`src/rtl/core/rate_gyro_sensor_emulator_defines.svh`:
```
// assertion macros for the rate gyro sensor emulator
`ifndef RATE_GYRO_SENSOR_EMULATOR_DEFINES_SVH
`define RATE_GYRO_SENSOR_EMULATOR_DEFINES_SVH

// combinational implication checked on every clock edge outside reset
`define RGSE_ASSERT_IMP(lbl, pre, post, msg) \
  lbl: assert property (@(posedge clk_i) disable iff (!rst_ni) (pre) |-> (post)) \
    else $error(msg);

// implication checked in the next cycle
`define RGSE_ASSERT_NEXT(lbl, pre, post, msg) \
  lbl: assert property (@(posedge clk_i) disable iff (!rst_ni) (pre) |=> (post)) \
    else $error(msg);

`endif

```
`src/rtl/core/rgse_pkg.sv`:
```
// types and constants shared by the rate gyro sensor emulator
package rgse_pkg;

  localparam int unsigned TrueRateW   = 32;
  localparam int unsigned NoiseW      = 16;
  localparam int unsigned CountsW     = 32;
  localparam int unsigned CfgIdxW     = 4;
  localparam int unsigned CfgDataW    = 32;
  localparam int unsigned MulAW       = 64;
  localparam int unsigned MulBW       = 33;
  localparam int unsigned MulCntW     = 6;

  // multiplier bits walked for a 32-bit operand plus sign, and for a noise sample
  localparam logic [MulCntW-1:0] LenLong  = 6'd33;
  localparam logic [MulCntW-1:0] LenShort = 6'd16;

  typedef enum logic [CfgIdxW-1:0] {
    CFG_MAX_COUNTER    = 4'd0,
    CFG_CORR_COEF      = 4'd1,
    CFG_BIAS_STAB_COEF = 4'd2,
    CFG_ARW_COEF       = 4'd3,
    CFG_SCALE_FACTOR   = 4'd4,
    CFG_MAX_RATE       = 4'd5,
    CFG_RATE_TO_ANGLE  = 4'd6,
    CFG_ANG_NOISE_COEF = 4'd7
  } cfg_idx_e;

  typedef enum logic [2:0] {
    ST_IDLE,
    ST_LOAD,
    ST_MUL,
    ST_POST,
    ST_CNT,
    ST_OUT
  } state_e;

  typedef enum logic [2:0] {
    OP_CORR,
    OP_BSTAB,
    OP_ARW,
    OP_SCALE,
    OP_R2A,
    OP_ANG
  } op_e;

  typedef struct packed {
    logic               start;
    logic [MulCntW-1:0] len;
  } mul_req_t;

  typedef struct packed {
    logic busy;
    logic done;
  } mul_stat_t;

endpackage

```
`src/rtl/core/rgse_ifs.sv`:
```
// channel interfaces: sample input, result output and register write
interface rgse_in_if;
  logic                                 valid;
  logic                                 ready;
  logic [rgse_pkg::TrueRateW-1:0]       true_rate;
  logic [rgse_pkg::NoiseW-1:0]          bias_noise;
  logic [rgse_pkg::NoiseW-1:0]          rate_noise;
  logic [rgse_pkg::NoiseW-1:0]          angle_noise;

  modport source (output valid, true_rate, bias_noise, rate_noise, angle_noise, input ready);
  modport sink   (input valid, true_rate, bias_noise, rate_noise, angle_noise, output ready);
endinterface

interface rgse_out_if;
  logic                           valid;
  logic                           ready;
  logic                           valid_res;
  logic [rgse_pkg::CountsW-1:0]   rate_counts;

  modport source (output valid, valid_res, rate_counts, input ready);
  modport sink   (input valid, valid_res, rate_counts, output ready);
endinterface

interface rgse_cfg_if;
  logic                           valid;
  logic                           ready;
  logic [rgse_pkg::CfgIdxW-1:0]   index;
  logic [rgse_pkg::CfgDataW-1:0]  data;

  modport source (output valid, index, data, input ready);
  modport sink   (input valid, index, data, output ready);
endinterface

```
`src/rtl/core/rgse_serial_mul.sv`:
```
// radix-2 shift-add multiplier, one multiplier bit per cycle, preloaded accumulator
module rgse_serial_mul (
  input  logic                              clk_i,
  input  logic                              rst_ni,
  input  rgse_pkg::mul_req_t                req_i,
  input  logic [rgse_pkg::MulAW-1:0]        a_i,
  input  logic [rgse_pkg::MulBW-1:0]        b_i,
  input  logic [rgse_pkg::MulAW-1:0]        init_i,
  output rgse_pkg::mul_stat_t               stat_o,
  output logic [rgse_pkg::MulAW-1:0]        prod_o
);

  logic                           run_q;
  logic                           done_q;
  logic [rgse_pkg::MulCntW-1:0]   cnt_q;
  logic [rgse_pkg::MulAW-1:0]     a_q;
  logic [rgse_pkg::MulBW-1:0]     b_q;
  logic [rgse_pkg::MulAW-1:0]     p_q;
  logic [rgse_pkg::MulAW-1:0]     p_d;
  logic                           last;

  assign last = (cnt_q == '0);

  // the last bit walked is the sign bit of the multiplier and has negative weight
  always_comb begin
    p_d = p_q;
    if (b_q[0]) begin
      p_d = last ? (p_q - a_q) : (p_q + a_q);
    end
  end

  always_ff @(posedge clk_i or negedge rst_ni) begin
    if (!rst_ni) begin
      run_q  <= 1'b0;
      done_q <= 1'b0;
      cnt_q  <= '0;
    end else begin
      done_q <= run_q && last;
      if (req_i.start) begin
        run_q <= 1'b1;
        cnt_q <= req_i.len - 1'b1;
      end else if (run_q) begin
        if (last) begin
          run_q <= 1'b0;
        end
        cnt_q <= cnt_q - 1'b1;
      end
    end
  end

  always_ff @(posedge clk_i) begin
    if (req_i.start) begin
      a_q <= a_i;
      b_q <= b_i;
      p_q <= init_i;
    end else if (run_q) begin
      p_q <= p_d;
      a_q <= {a_q[rgse_pkg::MulAW-2:0], 1'b0};
      b_q <= {b_q[rgse_pkg::MulBW-1], b_q[rgse_pkg::MulBW-1:1]};
    end
  end

  assign stat_o.busy = run_q;
  assign stat_o.done = done_q;
  assign prod_o      = p_q;

endmodule

```
`src/rtl/core/rate_gyro_sensor_emulator.sv`:
```
// Rate gyro sensor emulator: Gauss-Markov bias, random walk, clamp, angle counts.
// Non-sampling tick: zero result in the output register in the cycle after acceptance,
// one tick per cycle while the output is not stalled. Sampling tick: the next tick waits for
// the result, computed as six products through one bit-serial shift-add multiplier (33 or 16 bits).
// Reset (async, active low): registers to defaults, counter, bias and angle to zero.
module rate_gyro_sensor_emulator (
  input  logic      clk_i,
  input  logic      rst_ni,
  rgse_in_if.sink   in_i,
  rgse_out_if.source out_o,
  rgse_cfg_if.sink  cfg_i
);

  `include "rate_gyro_sensor_emulator_defines.svh"

  // saturate a wide signed value to 32 bits
  function automatic logic [31:0] sat32(input logic [51:0] x);
    logic [31:0] r;
    if ((&x[51:31]) || !(|x[51:31])) begin
      r = x[31:0];
    end else if (x[51]) begin
      r = 32'h8000_0000;
    end else begin
      r = 32'h7FFF_FFFF;
    end
    return r;
  endfunction

  // add one half quantum, truncate toward zero, keep the low 32 bits
  function automatic logic [31:0] counts(input logic [47:0] a);
    logic [48:0] v;
    logic        up;
    v  = {a[47], a} + 49'd32768;
    up = v[48] && (v[15:0] != 16'd0);
    return v[47:16] + {31'd0, up};
  endfunction

  rgse_pkg::state_e state_q, state_d;
  rgse_pkg::op_e    op_q, op_d;

  logic [15:0] max_counter_q;
  logic [16:0] corr_q;
  logic [30:0] bstab_q;
  logic [30:0] arw_q;
  logic [31:0] scale_q;
  logic [30:0] max_rate_q;
  logic [31:0] r2a_q;
  logic [30:0] angn_q;

  logic [15:0] tick_q;
  logic [31:0] bias_q;
  logic [47:0] angle_q;

  logic [31:0] true_rate_q;
  logic [15:0] bias_noise_q;
  logic [15:0] rate_noise_q;
  logic [15:0] angle_noise_q;
  logic [31:0] prev_q;
  logic [35:0] err_q;
  logic [31:0] meas_q;
  logic [31:0] old_cnt_q;
  logic [31:0] new_cnt_q;

  logic        out_valid_q;
  logic        out_res_q;
  logic [31:0] out_cnt_q;

  logic [15:0] tick_inc;
  logic        fire;
  logic        out_free;
  logic        in_acc;
  logic [32:0] bias_sum;
  logic [31:0] bias_mean;
  logic [47:0] meas_raw;
  logic [47:0] lim;
  logic [47:0] nlim;
  logic [31:0] meas_clamped;

  rgse_pkg::mul_req_t  mul_req;
  rgse_pkg::mul_stat_t mul_stat;
  logic [rgse_pkg::MulAW-1:0] mul_a;
  logic [rgse_pkg::MulBW-1:0] mul_b;
  logic [rgse_pkg::MulAW-1:0] mul_init;
  logic [rgse_pkg::MulAW-1:0] prod;

  assign tick_inc = tick_q + 16'd1;
  assign fire     = (tick_inc >= max_counter_q);
  assign out_free = !out_valid_q || out_o.ready;
  // a sampling tick leaves the output register alone until its result is ready
  assign in_i.ready = (state_q == rgse_pkg::ST_IDLE) && (fire || out_free);
  assign in_acc     = in_i.valid && in_i.ready;
  assign cfg_i.ready = 1'b1;

  assign bias_sum  = {bias_q[31], bias_q} + {prev_q[31], prev_q};
  assign bias_mean = bias_sum[32:1];

  assign meas_raw = prod[63:16];
  assign lim      = {17'd0, max_rate_q};
  assign nlim     = -lim;

  always_comb begin
    if ($signed(meas_raw) > $signed(lim)) begin
      meas_clamped = lim[31:0];
    end else if ($signed(meas_raw) < $signed(nlim)) begin
      meas_clamped = nlim[31:0];
    end else begin
      meas_clamped = meas_raw[31:0];
    end
  end

  rgse_serial_mul u_mul (
    .clk_i  (clk_i),
    .rst_ni (rst_ni),
    .req_i  (mul_req),
    .a_i    (mul_a),
    .b_i    (mul_b),
    .init_i (mul_init),
    .stat_o (mul_stat),
    .prod_o (prod)
  );

  // next state
  always_comb begin
    state_d = state_q;
    op_d    = op_q;
    unique case (state_q)
      rgse_pkg::ST_IDLE: begin
        if (in_acc && fire) begin
          state_d = rgse_pkg::ST_LOAD;
          op_d    = rgse_pkg::OP_CORR;
        end
      end
      rgse_pkg::ST_LOAD: state_d = rgse_pkg::ST_MUL;
      rgse_pkg::ST_MUL: begin
        if (mul_stat.done) begin
          state_d = rgse_pkg::ST_POST;
        end
      end
      rgse_pkg::ST_POST: begin
        state_d = rgse_pkg::ST_LOAD;
        unique case (op_q)
          rgse_pkg::OP_CORR:  op_d = rgse_pkg::OP_BSTAB;
          rgse_pkg::OP_BSTAB: op_d = rgse_pkg::OP_ARW;
          rgse_pkg::OP_ARW:   op_d = rgse_pkg::OP_SCALE;
          rgse_pkg::OP_SCALE: op_d = rgse_pkg::OP_R2A;
          rgse_pkg::OP_R2A:   op_d = rgse_pkg::OP_ANG;
          default:            state_d = rgse_pkg::ST_CNT;
        endcase
      end
      rgse_pkg::ST_CNT: state_d = rgse_pkg::ST_OUT;
      rgse_pkg::ST_OUT: begin
        if (out_free) begin
          state_d = rgse_pkg::ST_IDLE;
        end
      end
      default: state_d = rgse_pkg::ST_IDLE;
    endcase
  end

  // multiplier operands; rounding half and addends ride in the preloaded accumulator
  always_comb begin
    mul_req.start = (state_q == rgse_pkg::ST_LOAD);
    mul_req.len   = rgse_pkg::LenLong;
    mul_a         = {{32{bias_q[31]}}, bias_q};
    mul_b         = {16'd0, corr_q};
    mul_init      = 64'd32768;
    unique case (op_q)
      rgse_pkg::OP_CORR: begin
        mul_req.len = rgse_pkg::LenLong;
        mul_a       = {{32{bias_q[31]}}, bias_q};
        mul_b       = {16'd0, corr_q};
        mul_init    = 64'd32768;
      end
      rgse_pkg::OP_BSTAB: begin
        mul_req.len = rgse_pkg::LenShort;
        mul_a       = {33'd0, bstab_q};
        mul_b       = {{17{bias_noise_q[15]}}, bias_noise_q};
        mul_init    = {{20{prev_q[31]}}, prev_q, 12'h800};
      end
      rgse_pkg::OP_ARW: begin
        mul_req.len = rgse_pkg::LenShort;
        mul_a       = {33'd0, arw_q};
        mul_b       = {{17{rate_noise_q[15]}}, rate_noise_q};
        mul_init    = {{20{bias_mean[31]}}, bias_mean, 12'h800};
      end
      rgse_pkg::OP_SCALE: begin
        mul_req.len = rgse_pkg::LenLong;
        mul_a       = {{32{scale_q[31]}}, scale_q};
        mul_b       = {true_rate_q[31], true_rate_q};
        mul_init    = {{12{err_q[35]}}, err_q, 16'h8000};
      end
      rgse_pkg::OP_R2A: begin
        mul_req.len = rgse_pkg::LenLong;
        mul_a       = {{32{meas_q[31]}}, meas_q};
        mul_b       = {1'b0, r2a_q};
        mul_init    = {angle_q, 16'h8000};
      end
      rgse_pkg::OP_ANG: begin
        mul_req.len = rgse_pkg::LenShort;
        mul_a       = {33'd0, angn_q};
        mul_b       = {{17{angle_noise_q[15]}}, angle_noise_q};
        mul_init    = {{4{angle_q[47]}}, angle_q, 12'h800};
      end
      default: begin
        mul_req.len = rgse_pkg::LenLong;
      end
    endcase
  end

  always_ff @(posedge clk_i or negedge rst_ni) begin
    if (!rst_ni) begin
      state_q       <= rgse_pkg::ST_IDLE;
      op_q          <= rgse_pkg::OP_CORR;
      max_counter_q <= 16'd1;
      corr_q        <= 17'd65536;
      bstab_q       <= '0;
      arw_q         <= '0;
      scale_q       <= 32'd65536;
      max_rate_q    <= 31'h7FFF_FFFF;
      r2a_q         <= 32'd65536;
      angn_q        <= '0;
      tick_q        <= '0;
      bias_q        <= '0;
      angle_q       <= '0;
      out_valid_q   <= 1'b0;
    end else begin
      state_q <= state_d;
      op_q    <= op_d;

      if (cfg_i.valid && cfg_i.ready) begin
        unique case (cfg_i.index)
          rgse_pkg::CFG_MAX_COUNTER:    max_counter_q <= cfg_i.data[15:0];
          rgse_pkg::CFG_CORR_COEF:      corr_q        <= cfg_i.data[16:0];
          rgse_pkg::CFG_BIAS_STAB_COEF: bstab_q       <= cfg_i.data[30:0];
          rgse_pkg::CFG_ARW_COEF:       arw_q         <= cfg_i.data[30:0];
          rgse_pkg::CFG_SCALE_FACTOR:   scale_q       <= cfg_i.data;
          rgse_pkg::CFG_MAX_RATE:       max_rate_q    <= cfg_i.data[30:0];
          rgse_pkg::CFG_RATE_TO_ANGLE:  r2a_q         <= cfg_i.data;
          rgse_pkg::CFG_ANG_NOISE_COEF: angn_q        <= cfg_i.data[30:0];
          default: ;
        endcase
      end

      if (in_acc) begin
        tick_q <= fire ? 16'd0 : tick_inc;
      end

      if (state_q == rgse_pkg::ST_POST) begin
        unique case (op_q)
          rgse_pkg::OP_BSTAB: bias_q  <= sat32(prod[63:12]);
          rgse_pkg::OP_R2A:   angle_q <= prod[63:16];
          rgse_pkg::OP_ANG:   angle_q <= prod[59:12];
          default: ;
        endcase
      end

      if (out_valid_q && out_o.ready) begin
        out_valid_q <= 1'b0;
      end
      if ((in_acc && !fire) || (state_q == rgse_pkg::ST_OUT && out_free)) begin
        out_valid_q <= 1'b1;
      end
    end
  end

  always_ff @(posedge clk_i) begin
    if (in_acc) begin
      true_rate_q   <= in_i.true_rate;
      bias_noise_q  <= in_i.bias_noise;
      rate_noise_q  <= in_i.rate_noise;
      angle_noise_q <= in_i.angle_noise;
      if (fire) begin
        old_cnt_q <= counts(angle_q);
      end else begin
        out_res_q <= 1'b0;
        out_cnt_q <= '0;
      end
    end

    if (state_q == rgse_pkg::ST_POST) begin
      unique case (op_q)
        rgse_pkg::OP_CORR:  prev_q <= sat32({{4{prod[63]}}, prod[63:16]});
        rgse_pkg::OP_ARW:   err_q  <= prod[47:12];
        rgse_pkg::OP_SCALE: meas_q <= meas_clamped;
        default: ;
      endcase
    end

    if (state_q == rgse_pkg::ST_CNT) begin
      new_cnt_q <= counts(angle_q);
    end

    if (state_q == rgse_pkg::ST_OUT && out_free) begin
      out_res_q <= 1'b1;
      out_cnt_q <= new_cnt_q - old_cnt_q;
    end
  end

  assign out_o.valid       = out_valid_q;
  assign out_o.valid_res   = out_res_q;
  assign out_o.rate_counts = out_cnt_q;

  `RGSE_ASSERT_IMP(a_mul_start_idle, mul_req.start, !mul_stat.busy, "multiplier restarted while busy")
  `RGSE_ASSERT_IMP(a_mul_done_state, mul_stat.done, state_q == rgse_pkg::ST_MUL, "product outside wait state")
  `RGSE_ASSERT_IMP(a_idle_result_zero, out_valid_q && !out_res_q, out_cnt_q == '0, "nonzero idle result")
  `RGSE_ASSERT_NEXT(a_fire_starts_work, in_acc && fire, state_q == rgse_pkg::ST_LOAD, "sample not started")

endmodule

```
`src/flat_wrapper.sv`:
```
// flat-port wrapper written by rule: the top's interface ports become plain ports
module rate_gyro_sensor_emulator_flat 
  (clk_i, rst_ni, in_i_valid, in_i_true_rate, in_i_bias_noise, in_i_rate_noise, in_i_angle_noise, in_i_ready, out_o_valid, out_o_valid_res, out_o_rate_counts, out_o_ready, cfg_i_valid, cfg_i_index, cfg_i_data, cfg_i_ready);
  rgse_in_if in_i_i ();
  rgse_out_if out_o_i ();
  rgse_cfg_if cfg_i_i ();
  input  logic clk_i;
  input  logic rst_ni;
  input wire logic [$bits(in_i_i.valid)-1:0] in_i_valid;
  input wire logic [$bits(in_i_i.true_rate)-1:0] in_i_true_rate;
  input wire logic [$bits(in_i_i.bias_noise)-1:0] in_i_bias_noise;
  input wire logic [$bits(in_i_i.rate_noise)-1:0] in_i_rate_noise;
  input wire logic [$bits(in_i_i.angle_noise)-1:0] in_i_angle_noise;
  output wire logic [$bits(in_i_i.ready)-1:0] in_i_ready;
  output wire logic [$bits(out_o_i.valid)-1:0] out_o_valid;
  output wire logic [$bits(out_o_i.valid_res)-1:0] out_o_valid_res;
  output wire logic [$bits(out_o_i.rate_counts)-1:0] out_o_rate_counts;
  input wire logic [$bits(out_o_i.ready)-1:0] out_o_ready;
  input wire logic [$bits(cfg_i_i.valid)-1:0] cfg_i_valid;
  input wire logic [$bits(cfg_i_i.index)-1:0] cfg_i_index;
  input wire logic [$bits(cfg_i_i.data)-1:0] cfg_i_data;
  output wire logic [$bits(cfg_i_i.ready)-1:0] cfg_i_ready;
  assign in_i_i.valid = in_i_valid;
  assign in_i_i.true_rate = in_i_true_rate;
  assign in_i_i.bias_noise = in_i_bias_noise;
  assign in_i_i.rate_noise = in_i_rate_noise;
  assign in_i_i.angle_noise = in_i_angle_noise;
  assign in_i_ready = in_i_i.ready;
  assign out_o_valid = out_o_i.valid;
  assign out_o_valid_res = out_o_i.valid_res;
  assign out_o_rate_counts = out_o_i.rate_counts;
  assign out_o_i.ready = out_o_ready;
  assign cfg_i_i.valid = cfg_i_valid;
  assign cfg_i_i.index = cfg_i_index;
  assign cfg_i_i.data = cfg_i_data;
  assign cfg_i_ready = cfg_i_i.ready;
  rate_gyro_sensor_emulator u_core (.clk_i(clk_i), .rst_ni(rst_ni), .in_i(in_i_i), .out_o(out_o_i), .cfg_i(cfg_i_i));
endmodule
```
`config.mk`:
```
export PLATFORM = sky130hd
export DESIGN_NAME = rate_gyro_sensor_emulator_flat
export DESIGN_NICKNAME = d
export VERILOG_FILES = /design/src/rtl/core/rgse_pkg.sv /design/src/rtl/core/rgse_ifs.sv /design/src/rtl/core/rgse_serial_mul.sv /design/src/rtl/core/rate_gyro_sensor_emulator.sv /design/src/flat_wrapper.sv
export VERILOG_INCLUDE_DIRS = /design/src /design/src/rtl/core
export SDC_FILE = /design/constraint.sdc
export NUM_CORES = 2
export LEC_CHECK = 0
export ABC_AREA = 1
export BUFFER_PORTS_ARGS = -buffer_cell sky130_fd_sc_hd__buf_2
export CELL_PAD_IN_SITES_DETAIL_PLACEMENT = 2
export CELL_PAD_IN_SITES_GLOBAL_PLACEMENT = 2
export CORE_ASPECT_RATIO = 1.1
export CORE_UTILIZATION = 30
export CTS_CLUSTER_DIAMETER = 60
export DETAILED_ROUTE_END_ITERATION = 8
export PLACE_DENSITY_LB_ADDON = 0.1
export SLEW_MARGIN = 20
export SYNTH_ARGS = -nofsm -noshare
export SYNTH_HDL_FRONTEND = slang
export SYNTH_SLANG_ARGS = --single-unit
export TNS_END_PERCENT = 20
```
`constraint.sdc`:
```
create_clock -name clk_i -period 4.8 [get_ports clk_i]
set_input_delay 0.96 -clock clk_i [delete_from_list [all_inputs] [get_ports clk_i]]
set_output_delay 0.96 -clock clk_i [all_outputs]
set_load 0.005 [all_outputs]
```
### Yosys cells after proc, flatten, opt, wreduce, memory -nomap -nowiden

Index checks and enable logic that the tools add are counted.

* output and inout bits: 36
* bits in read-only memories: 0
* memories kept: 0
* logic and storage cells: 159
* latch bits: 0
* RAM bits: 0
* bits of input ports: 121
* flip-flop bits (word level): 770

* $add $sub $neg: 10
* mux-type cells: 37
* eq/ne operators: 22
* shift-type cells: 0
* magnitude comparators: 3
* reduce and logical (&&, ||, !) cells: 53
* multiply operators: 0
* bitwise operators: 1
* divide/modulo/power cells: 0

Operators by type and width (count)
* $pmux W64 S5: 2
* $mux W64: 6
* $mux W32: 8
* $pmux W33 S5: 1
* $pmux W48 S2: 1
* $add A64 B64 Y64: 1
* $sub A64 B64 Y64: 1
* $add A48 B17 Y49 const B: 1
* $gt A48 B32 Y1: 1
* $lt A48 B48 Y1: 1
* $neg A31 Y48: 1
* $reduce_and A2 Y1: 17
* $add A32 B32 Y33: 1
* $mux W33: 1
* $add A32 B1 Y32: 1
* $sub A32 B32 Y32: 1
* $mux W31: 1
* $reduce_and A21 Y1: 1
* $reduce_or A21 Y1: 1
* $mux W6: 3
* $pmux W3 S6: 1
* $reduce_and A17 Y1: 1
* $reduce_or A17 Y1: 1
* $add A16 B1 Y16 const B: 1
* 28 further kinds: 71

### Logic depth before layout (Yosys ltp)

* depth in word-level cells: 8
* gate-level depth with buffers: 27
* depth with buffers taken out: 27

### Modules after synthesis

A second synthesis with hierarchy kept.

* cell total of the unflattened synthesis: 6533
* area, all modules: 49478.7 um2

Modules (own cells, without submodules)
* rate_gyro_sensor_emulator: times used 1, area an instance 34501.8 um2, cells an instance 4191, sequential area each 16459.5 um2
* rgse_serial_mul: times used 1, area an instance 14976.9 um2, cells an instance 2342, sequential area each 5034.8 um2

### Least setup slack after synthesis

Ideal clock, no wire load.

* kind: reg-to-reg
* start point: register u_core.tick_q[0]
* end point: register u_core.angle_noise_q[0] (enable)
* required time: 4.363 ns
* cell stages (with the launch flop): 18
* path buffers: 0
* slack: 0.225 ns
* period minus slack after synthesis: 4.575 ns
* arrival: 4.138 ns
* cell sequence: dfrtp_1 > ha_1 > nand3_1 > nor3_1 > nand3_1 > nor3_1 > nand3_1 > nor2_1 > xor2_1 > ha_1 > nand4_1 > o21bai_1 > and3_1 > nand2_1 > inv_1 > nand2_1 > nand3_1 > inv_1

* longest elaborated chain between the ends: 5

Ends and longest elaborated chain
* start, declared: line rate_gyro_sensor_emulator.sv:50 `logic [15:0] tick_q;`
* start signal, assigned: line rate_gyro_sensor_emulator.sv:245 `tick_q <= fire ? 16'd0 : tick_inc;`
* $add A16 B1 Y16: line rate_gyro_sensor_emulator.sv:86 `assign tick_inc = tick_q + 16'd1;`
* $ge A16 B16 Y1: line rate_gyro_sensor_emulator.sv:87 `assign fire = (tick_inc >= max_counter_q);`
* $logic_or A1 B1 Y1: line rate_gyro_sensor_emulator.sv:90 `assign in_i.ready = (state_q == rgse_pkg::ST_IDLE) && (fire || out_free);`
* $logic_and A1 B1 Y1: line rate_gyro_sensor_emulator.sv:90
* $logic_and A1 B1 Y1: line rate_gyro_sensor_emulator.sv:91 `assign in_acc = in_i.valid && in_i.ready;`
* end signal, assigned: line rate_gyro_sensor_emulator.sv:271 `angle_noise_q <= in_i.angle_noise;`
* end, declared: line rate_gyro_sensor_emulator.sv:57 `logic [15:0] angle_noise_q;`

No other way between the ends.
A chain may end at the register's enable or synchronous reset.

### Worst setup path in the final report

* start point: register u_core.u_mul.a_q[27] (netlist name)
* end point: register u_core.u_mul.p_q, in the netlist u_core.u_mul.prod_o[58], data pin

* longest elaborated chain between the ends: 5

Ends and longest elaborated chain
* start, declared: line rgse_serial_mul.sv:16 `logic [rgse_pkg::MulAW-1:0] a_q;`
* start signal, assigned: line rgse_serial_mul.sv:53 `a_q <= a_i;`
* start signal, assigned: line rgse_serial_mul.sv:58 `a_q <= {a_q[rgse_pkg::MulAW-2:0], 1'b0};`
* $add A64 B64 Y64 or $sub A64 B64 Y64 (tied branches): line rgse_serial_mul.sv:28 `p_d = last ? (p_q - a_q) : (p_q + a_q);`
* $mux W64 (*): line rgse_serial_mul.sv:28
* $mux W64 (*): line rgse_serial_mul.sv:27 `if (b_q[0]) begin`
* $mux W64 (*): line rgse_serial_mul.sv:56 `end else if (run_q) begin`
* $mux W64 (*): line rgse_serial_mul.sv:52 `if (req_i.start) begin`
* end signal, assigned: line rgse_serial_mul.sv:55 `p_q <= init_i;`
* end signal, assigned: line rgse_serial_mul.sv:57 `p_q <= p_d;`
* end, declared: line rgse_serial_mul.sv:18 `logic [rgse_pkg::MulAW-1:0] p_q;`

Every way passes the cells marked *; elsewhere a longest branch is shown, timed or not. The select of a mux whose other input is x is not followed.

==> flow_metrics.tcl <==
set metrics [dict create \
    grt_pass1_wl_um 329000 \
    drc 0 \
    final_antenna_net_count 0 \
    synthesis.area_sq_mm 0.0486 \
    synth_fp_nets 6668 \
    portBuffers 155 \
    avgSynthCellArea_sq_um 7.69 \
    areaGrowthSynthToFinish_pct 16.1 \
    slowest_delay_ns 0.47 \
    synth_cell_types 59 \
    die_width_um 386 \
    start_kind "register" \
    crit_top_cell "nand2_1" \
    grt_use_total_pct 27.0 \
    worstPathRequired_ns 5.25 \
    clk_pin_slew_ns 0.06 \
    clock_sinks 770 \
    comb_power_share_pct 51.5 \
    grt_max_degree 131 \
    start_util_pct 30.3 \
    hold_viol 0 \
    final_util_pct 35.2 \
    fin_ws_ns 0.244 \
    fin_skew_ns 0.0885 \
    syn_inst 6318 \
    clock_latency_ns 0.77 \
    critPathMaxFanout 5 \
    final_nets 6858 \
    finalSetupViolCount 0 \
    grt_pass1_vias 49796 \
    avgViaCountPerCell 5.30 \
    cellPowerDensity_mw_per_mm2 755 \
    fmax_ghz 0.220 \
    drt-initial-drc-count 2668 \
    ys.warnings.count 0 \
    fin_cells 8711 \
    cts_max_level 3 \
    path_cells "nor2_1, nand3_1, nor2_1, nand2_1, nor3_1, nand3_2, xor2_1, nand2_1, o21ai_0, ha_1, nand2_1, nor2_1, inv_1, nor2_2, nand2_1, nor3_1, nand2_1, nand2_1, nand2_1, nand3_1, nand2_1" \
    endpoint_kind "register" \
    routed_wl_um 221000 \
    critPathArrivalTime_ns 5.01 \
    worst-path-buf-inv 1 \
    ys.flop_type "edfxtp_1" \
    drv_slew 0 \
    cts_tree "done" \
    avgRoutedWirePerCell_um 25.4 \
    crit_slowest_cell "edfxtp_1" \
    drive_gt1_share_pct 9.74 \
    ir_worst_vdd_v 0.000412 \
    root_buffer "clkbuf_16" \
    io-pin-count 157 \
    worst_pin_slew_ns 1.12 \
    synth_enable_flop_cells 437 \
    synthArstFlopShare_pct 43.1 \
    p_clk_share_pct 20.0 \
    rsz0062_at_grt "true" \
    dieArea_sq_mm 0.164 \
    antenna_found_initial 19 \
    p_total_mw 42.6 \
    dieHeight_um 424 \
    core_area_sq_mm 0.161 \
    power.internal_mw 21.1 \
    place_inst 8497 \
    mostFrequentLayoutCells "1779 x nand2_1, 711 x inv_1, 561 x nor2_1, 523 x o21ai_0, 437 x edfxtp_1" \
    num_rows 154 \
    relSlewSlack_pct 24.8 \
    cts_buffers 106 \
    leakage_nw 25.1 \
    grt_overflow 0 \
    final_common_cell "nand2_1" \
    swShare_pct 50.4 \
    vias 46131 \
    period_minus_slack_ns 4.56 \
    path_delay_family "simple AND/OR/NAND/NOR gates" \
    dp_hpwl_um 174000 \
    clockBufferDepth 3 \
    synth-seq-cells 770 \
    hp-class "primary input to async pin" \
    startpoint "u_core.u_mul.a_q[27]" \
    fin_crit_sh_pct 94.9 \
    pre_cts_ws_ns 0.149 \
    cap_violations 0 \
    r2r_start "u_core.u_mul.a_q[27]" \
    switchingPower_mw 21.5 \
    p_seq_share_pct 28.4 \
    synth-seq-area-share_pct 44.2 \
    status "complete, no violations" \
    drt-pass1-iter-count 7 \
    place_congestion 0.942 \
    path_class "register to register" \
]
## routing by layer
metal	wire, um	vias up	GRT usage [%]	share of wire (%)
met5	21	-	0	0.0095
met4	7780	4	9.35	3.5
met3	9360	273	2.88	4.2
met2	104000	895	44.6	47
met1	100000	23439	36.3	45
li1	-	21520	-	-
## worst paths after layout
check | end | slack [ns] | cells past startpoint
worst max-delay path | u_core.u_mul.prod_o[58] | 0.24 | 21
worst min-delay path | u_core.tick_q[4] | 0.19 | 1
worst max register to register | u_core.u_mul.prod_o[58] | 0.24 | 21
worst min register to register | u_core.out_o.valid_res | 0.45 | 2
max in group asynchronous | u_core.max_rate_q[20] | 3.48 | 2
min in group clk_i | u_core.true_rate_q[27] | 0.36 | 1
## cell families after synthesis
kind of cell / Yosys count / share of synthesized area [%]
xor gates and xnor gates: 135 / 2.48
DFF: 770 / 44.2
adders and majority gates: 229 / 5.94
other: 1 / 0.00771
buffers and inverters: 935 / 7.34
and+or+nand+nor: 3101 / 26.8
AOI/OAI and AO/OA: 1147 / 13.2
## metrics by stage
stage	instance area (sq um)	TNS [ns]	hold WS [ns]
floorplan	48600	0	0.443
global placement	52400	0	0.429
detailed placement	52400	0	0.443
CTS	56300	0	0.182
global route	56400	-0.132	0.214
finish	56400	0	0.189
## power by group through the flow
| stage | clock [mW] | sequential, mW | combinational, mW |
|---|---|---|---|
| after global routing | 8.99 | 12.2 | 24.2 |
| after floorplan | 0 | 11.1 | 12.8 |
| after global placement | 0 | 12.1 | 21.2 |
| final | 8.54 | 12.1 | 22.0 |
| after CTS | 8.74 | 12.0 | 22.0 |
| after detailed placement | 0 | 12.2 | 21.8 |
## flip-flops by register name, summed over array words and instances, names as in the netlist, 32 cells and up
register / count
u_core.angle_q: 48
u_core.bias_q: 32
u_core.err_q: 36
u_core.meas_q: 32
u_core.new_cnt_q: 32
u_core.old_cnt_q: 32
u_core.out_o.rate_counts: 32
u_core.prev_q: 32
u_core.r2a_q: 32
u_core.scale_q: 32
u_core.true_rate_q: 32
u_core.u_mul.a_q: 64
u_core.u_mul.b_q: 33
u_core.u_mul.prod_o: 64
## repair_timing
| action | in CTS | in global routing |
|---|---|---|
| buffers inserted | 7 | 2 |
| hold buffers | 0 | 0 |
| pin swaps | 3 | 6 |
| endpoints found under the setup margin | 1 | 47 |
| resized for setup | 4 | 31 |
## cell usage after synthesis (3+ instances only)
| library cell | instances | share of area, % |
|---|---|---|
| a31oi_1 | 79 | 1.0 |
| nor2_4 | 10 | 0.23 |
| inv_1 | 713 | 5.5 |
| nor3_1 | 71 | 0.73 |
| xor2_1 | 122 | 2.2 |
| fa_1 | 3 | 0.12 |
| o22ai_1 | 33 | 0.42 |
| xnor2_1 | 10 | 0.18 |
| buf_4 | 3 | 0.046 |
| a221oi_1 | 49 | 0.88 |
| or2_2 | 25 | 0.32 |
| a211oi_1 | 5 | 0.077 |
| nor2_1 | 578 | 4.5 |
| o21bai_1 | 22 | 0.34 |
| xor2_2 | 3 | 0.10 |
| nor2_2 | 16 | 0.21 |
| nand3b_1 | 17 | 0.26 |
| dfstp_2 | 35 | 1.9 |
| a21boi_0 | 17 | 0.26 |
| buf_1 | 29 | 0.22 |
| buf_2 | 34 | 0.35 |
| clkbuf_1 | 143 | 1.1 |
| clkinv_1 | 3 | 0.023 |
| nor3_2 | 3 | 0.062 |
| nor4_1 | 34 | 0.44 |
| a22oi_1 | 32 | 0.49 |
| o21a_1 | 8 | 0.12 |
| nand4_1 | 89 | 1.1 |
| ha_1 | 226 | 5.8 |
| a21o_1 | 19 | 0.29 |
| o31ai_1 | 3 | 0.046 |
| nand2_2 | 10 | 0.13 |
| dfrtp_1 | 297 | 15 |
| a21oi_1 | 313 | 3.2 |
| inv_2 | 8 | 0.062 |
| nor2_8 | 4 | 0.16 |
| o21ai_1 | 6 | 0.062 |
| nor3b_1 | 8 | 0.12 |
| nand3_1 | 441 | 4.5 |
| nand2_1 | 1786 | 14 |
| edfxtp_1 | 437 | 27 |
| o21ai_0 | 529 | 5.4 |
| o211ai_1 | 25 | 0.39 |
## area by class of cell
type / instances / area (sq um)
inverter: 725 / 2730
tap: 2106 / 2640
clock buffer: 144 / 3070
sequential: 770 / 21500
clock inverter: 58 / 758
multi-input combinational: 4613 / 23800
antenna: 3 / 7.51
timing repair buffer: 292 / 1950
fill: 18624 / 104000
## worst register-to-register path: cells and delay by family, from the launching register on
kind                       cells  cell delay (ns)
AOI/OAI and AO/OA              1             0.19
buffers and inverters          1             0.10
xor gates and xnor gates       1             0.20
and+or+nand+nor               17             2.82
DFF                            1             0.47
adders and majority gates      1             0.44
No activity file was read; power rests on OpenSTA's default activity.
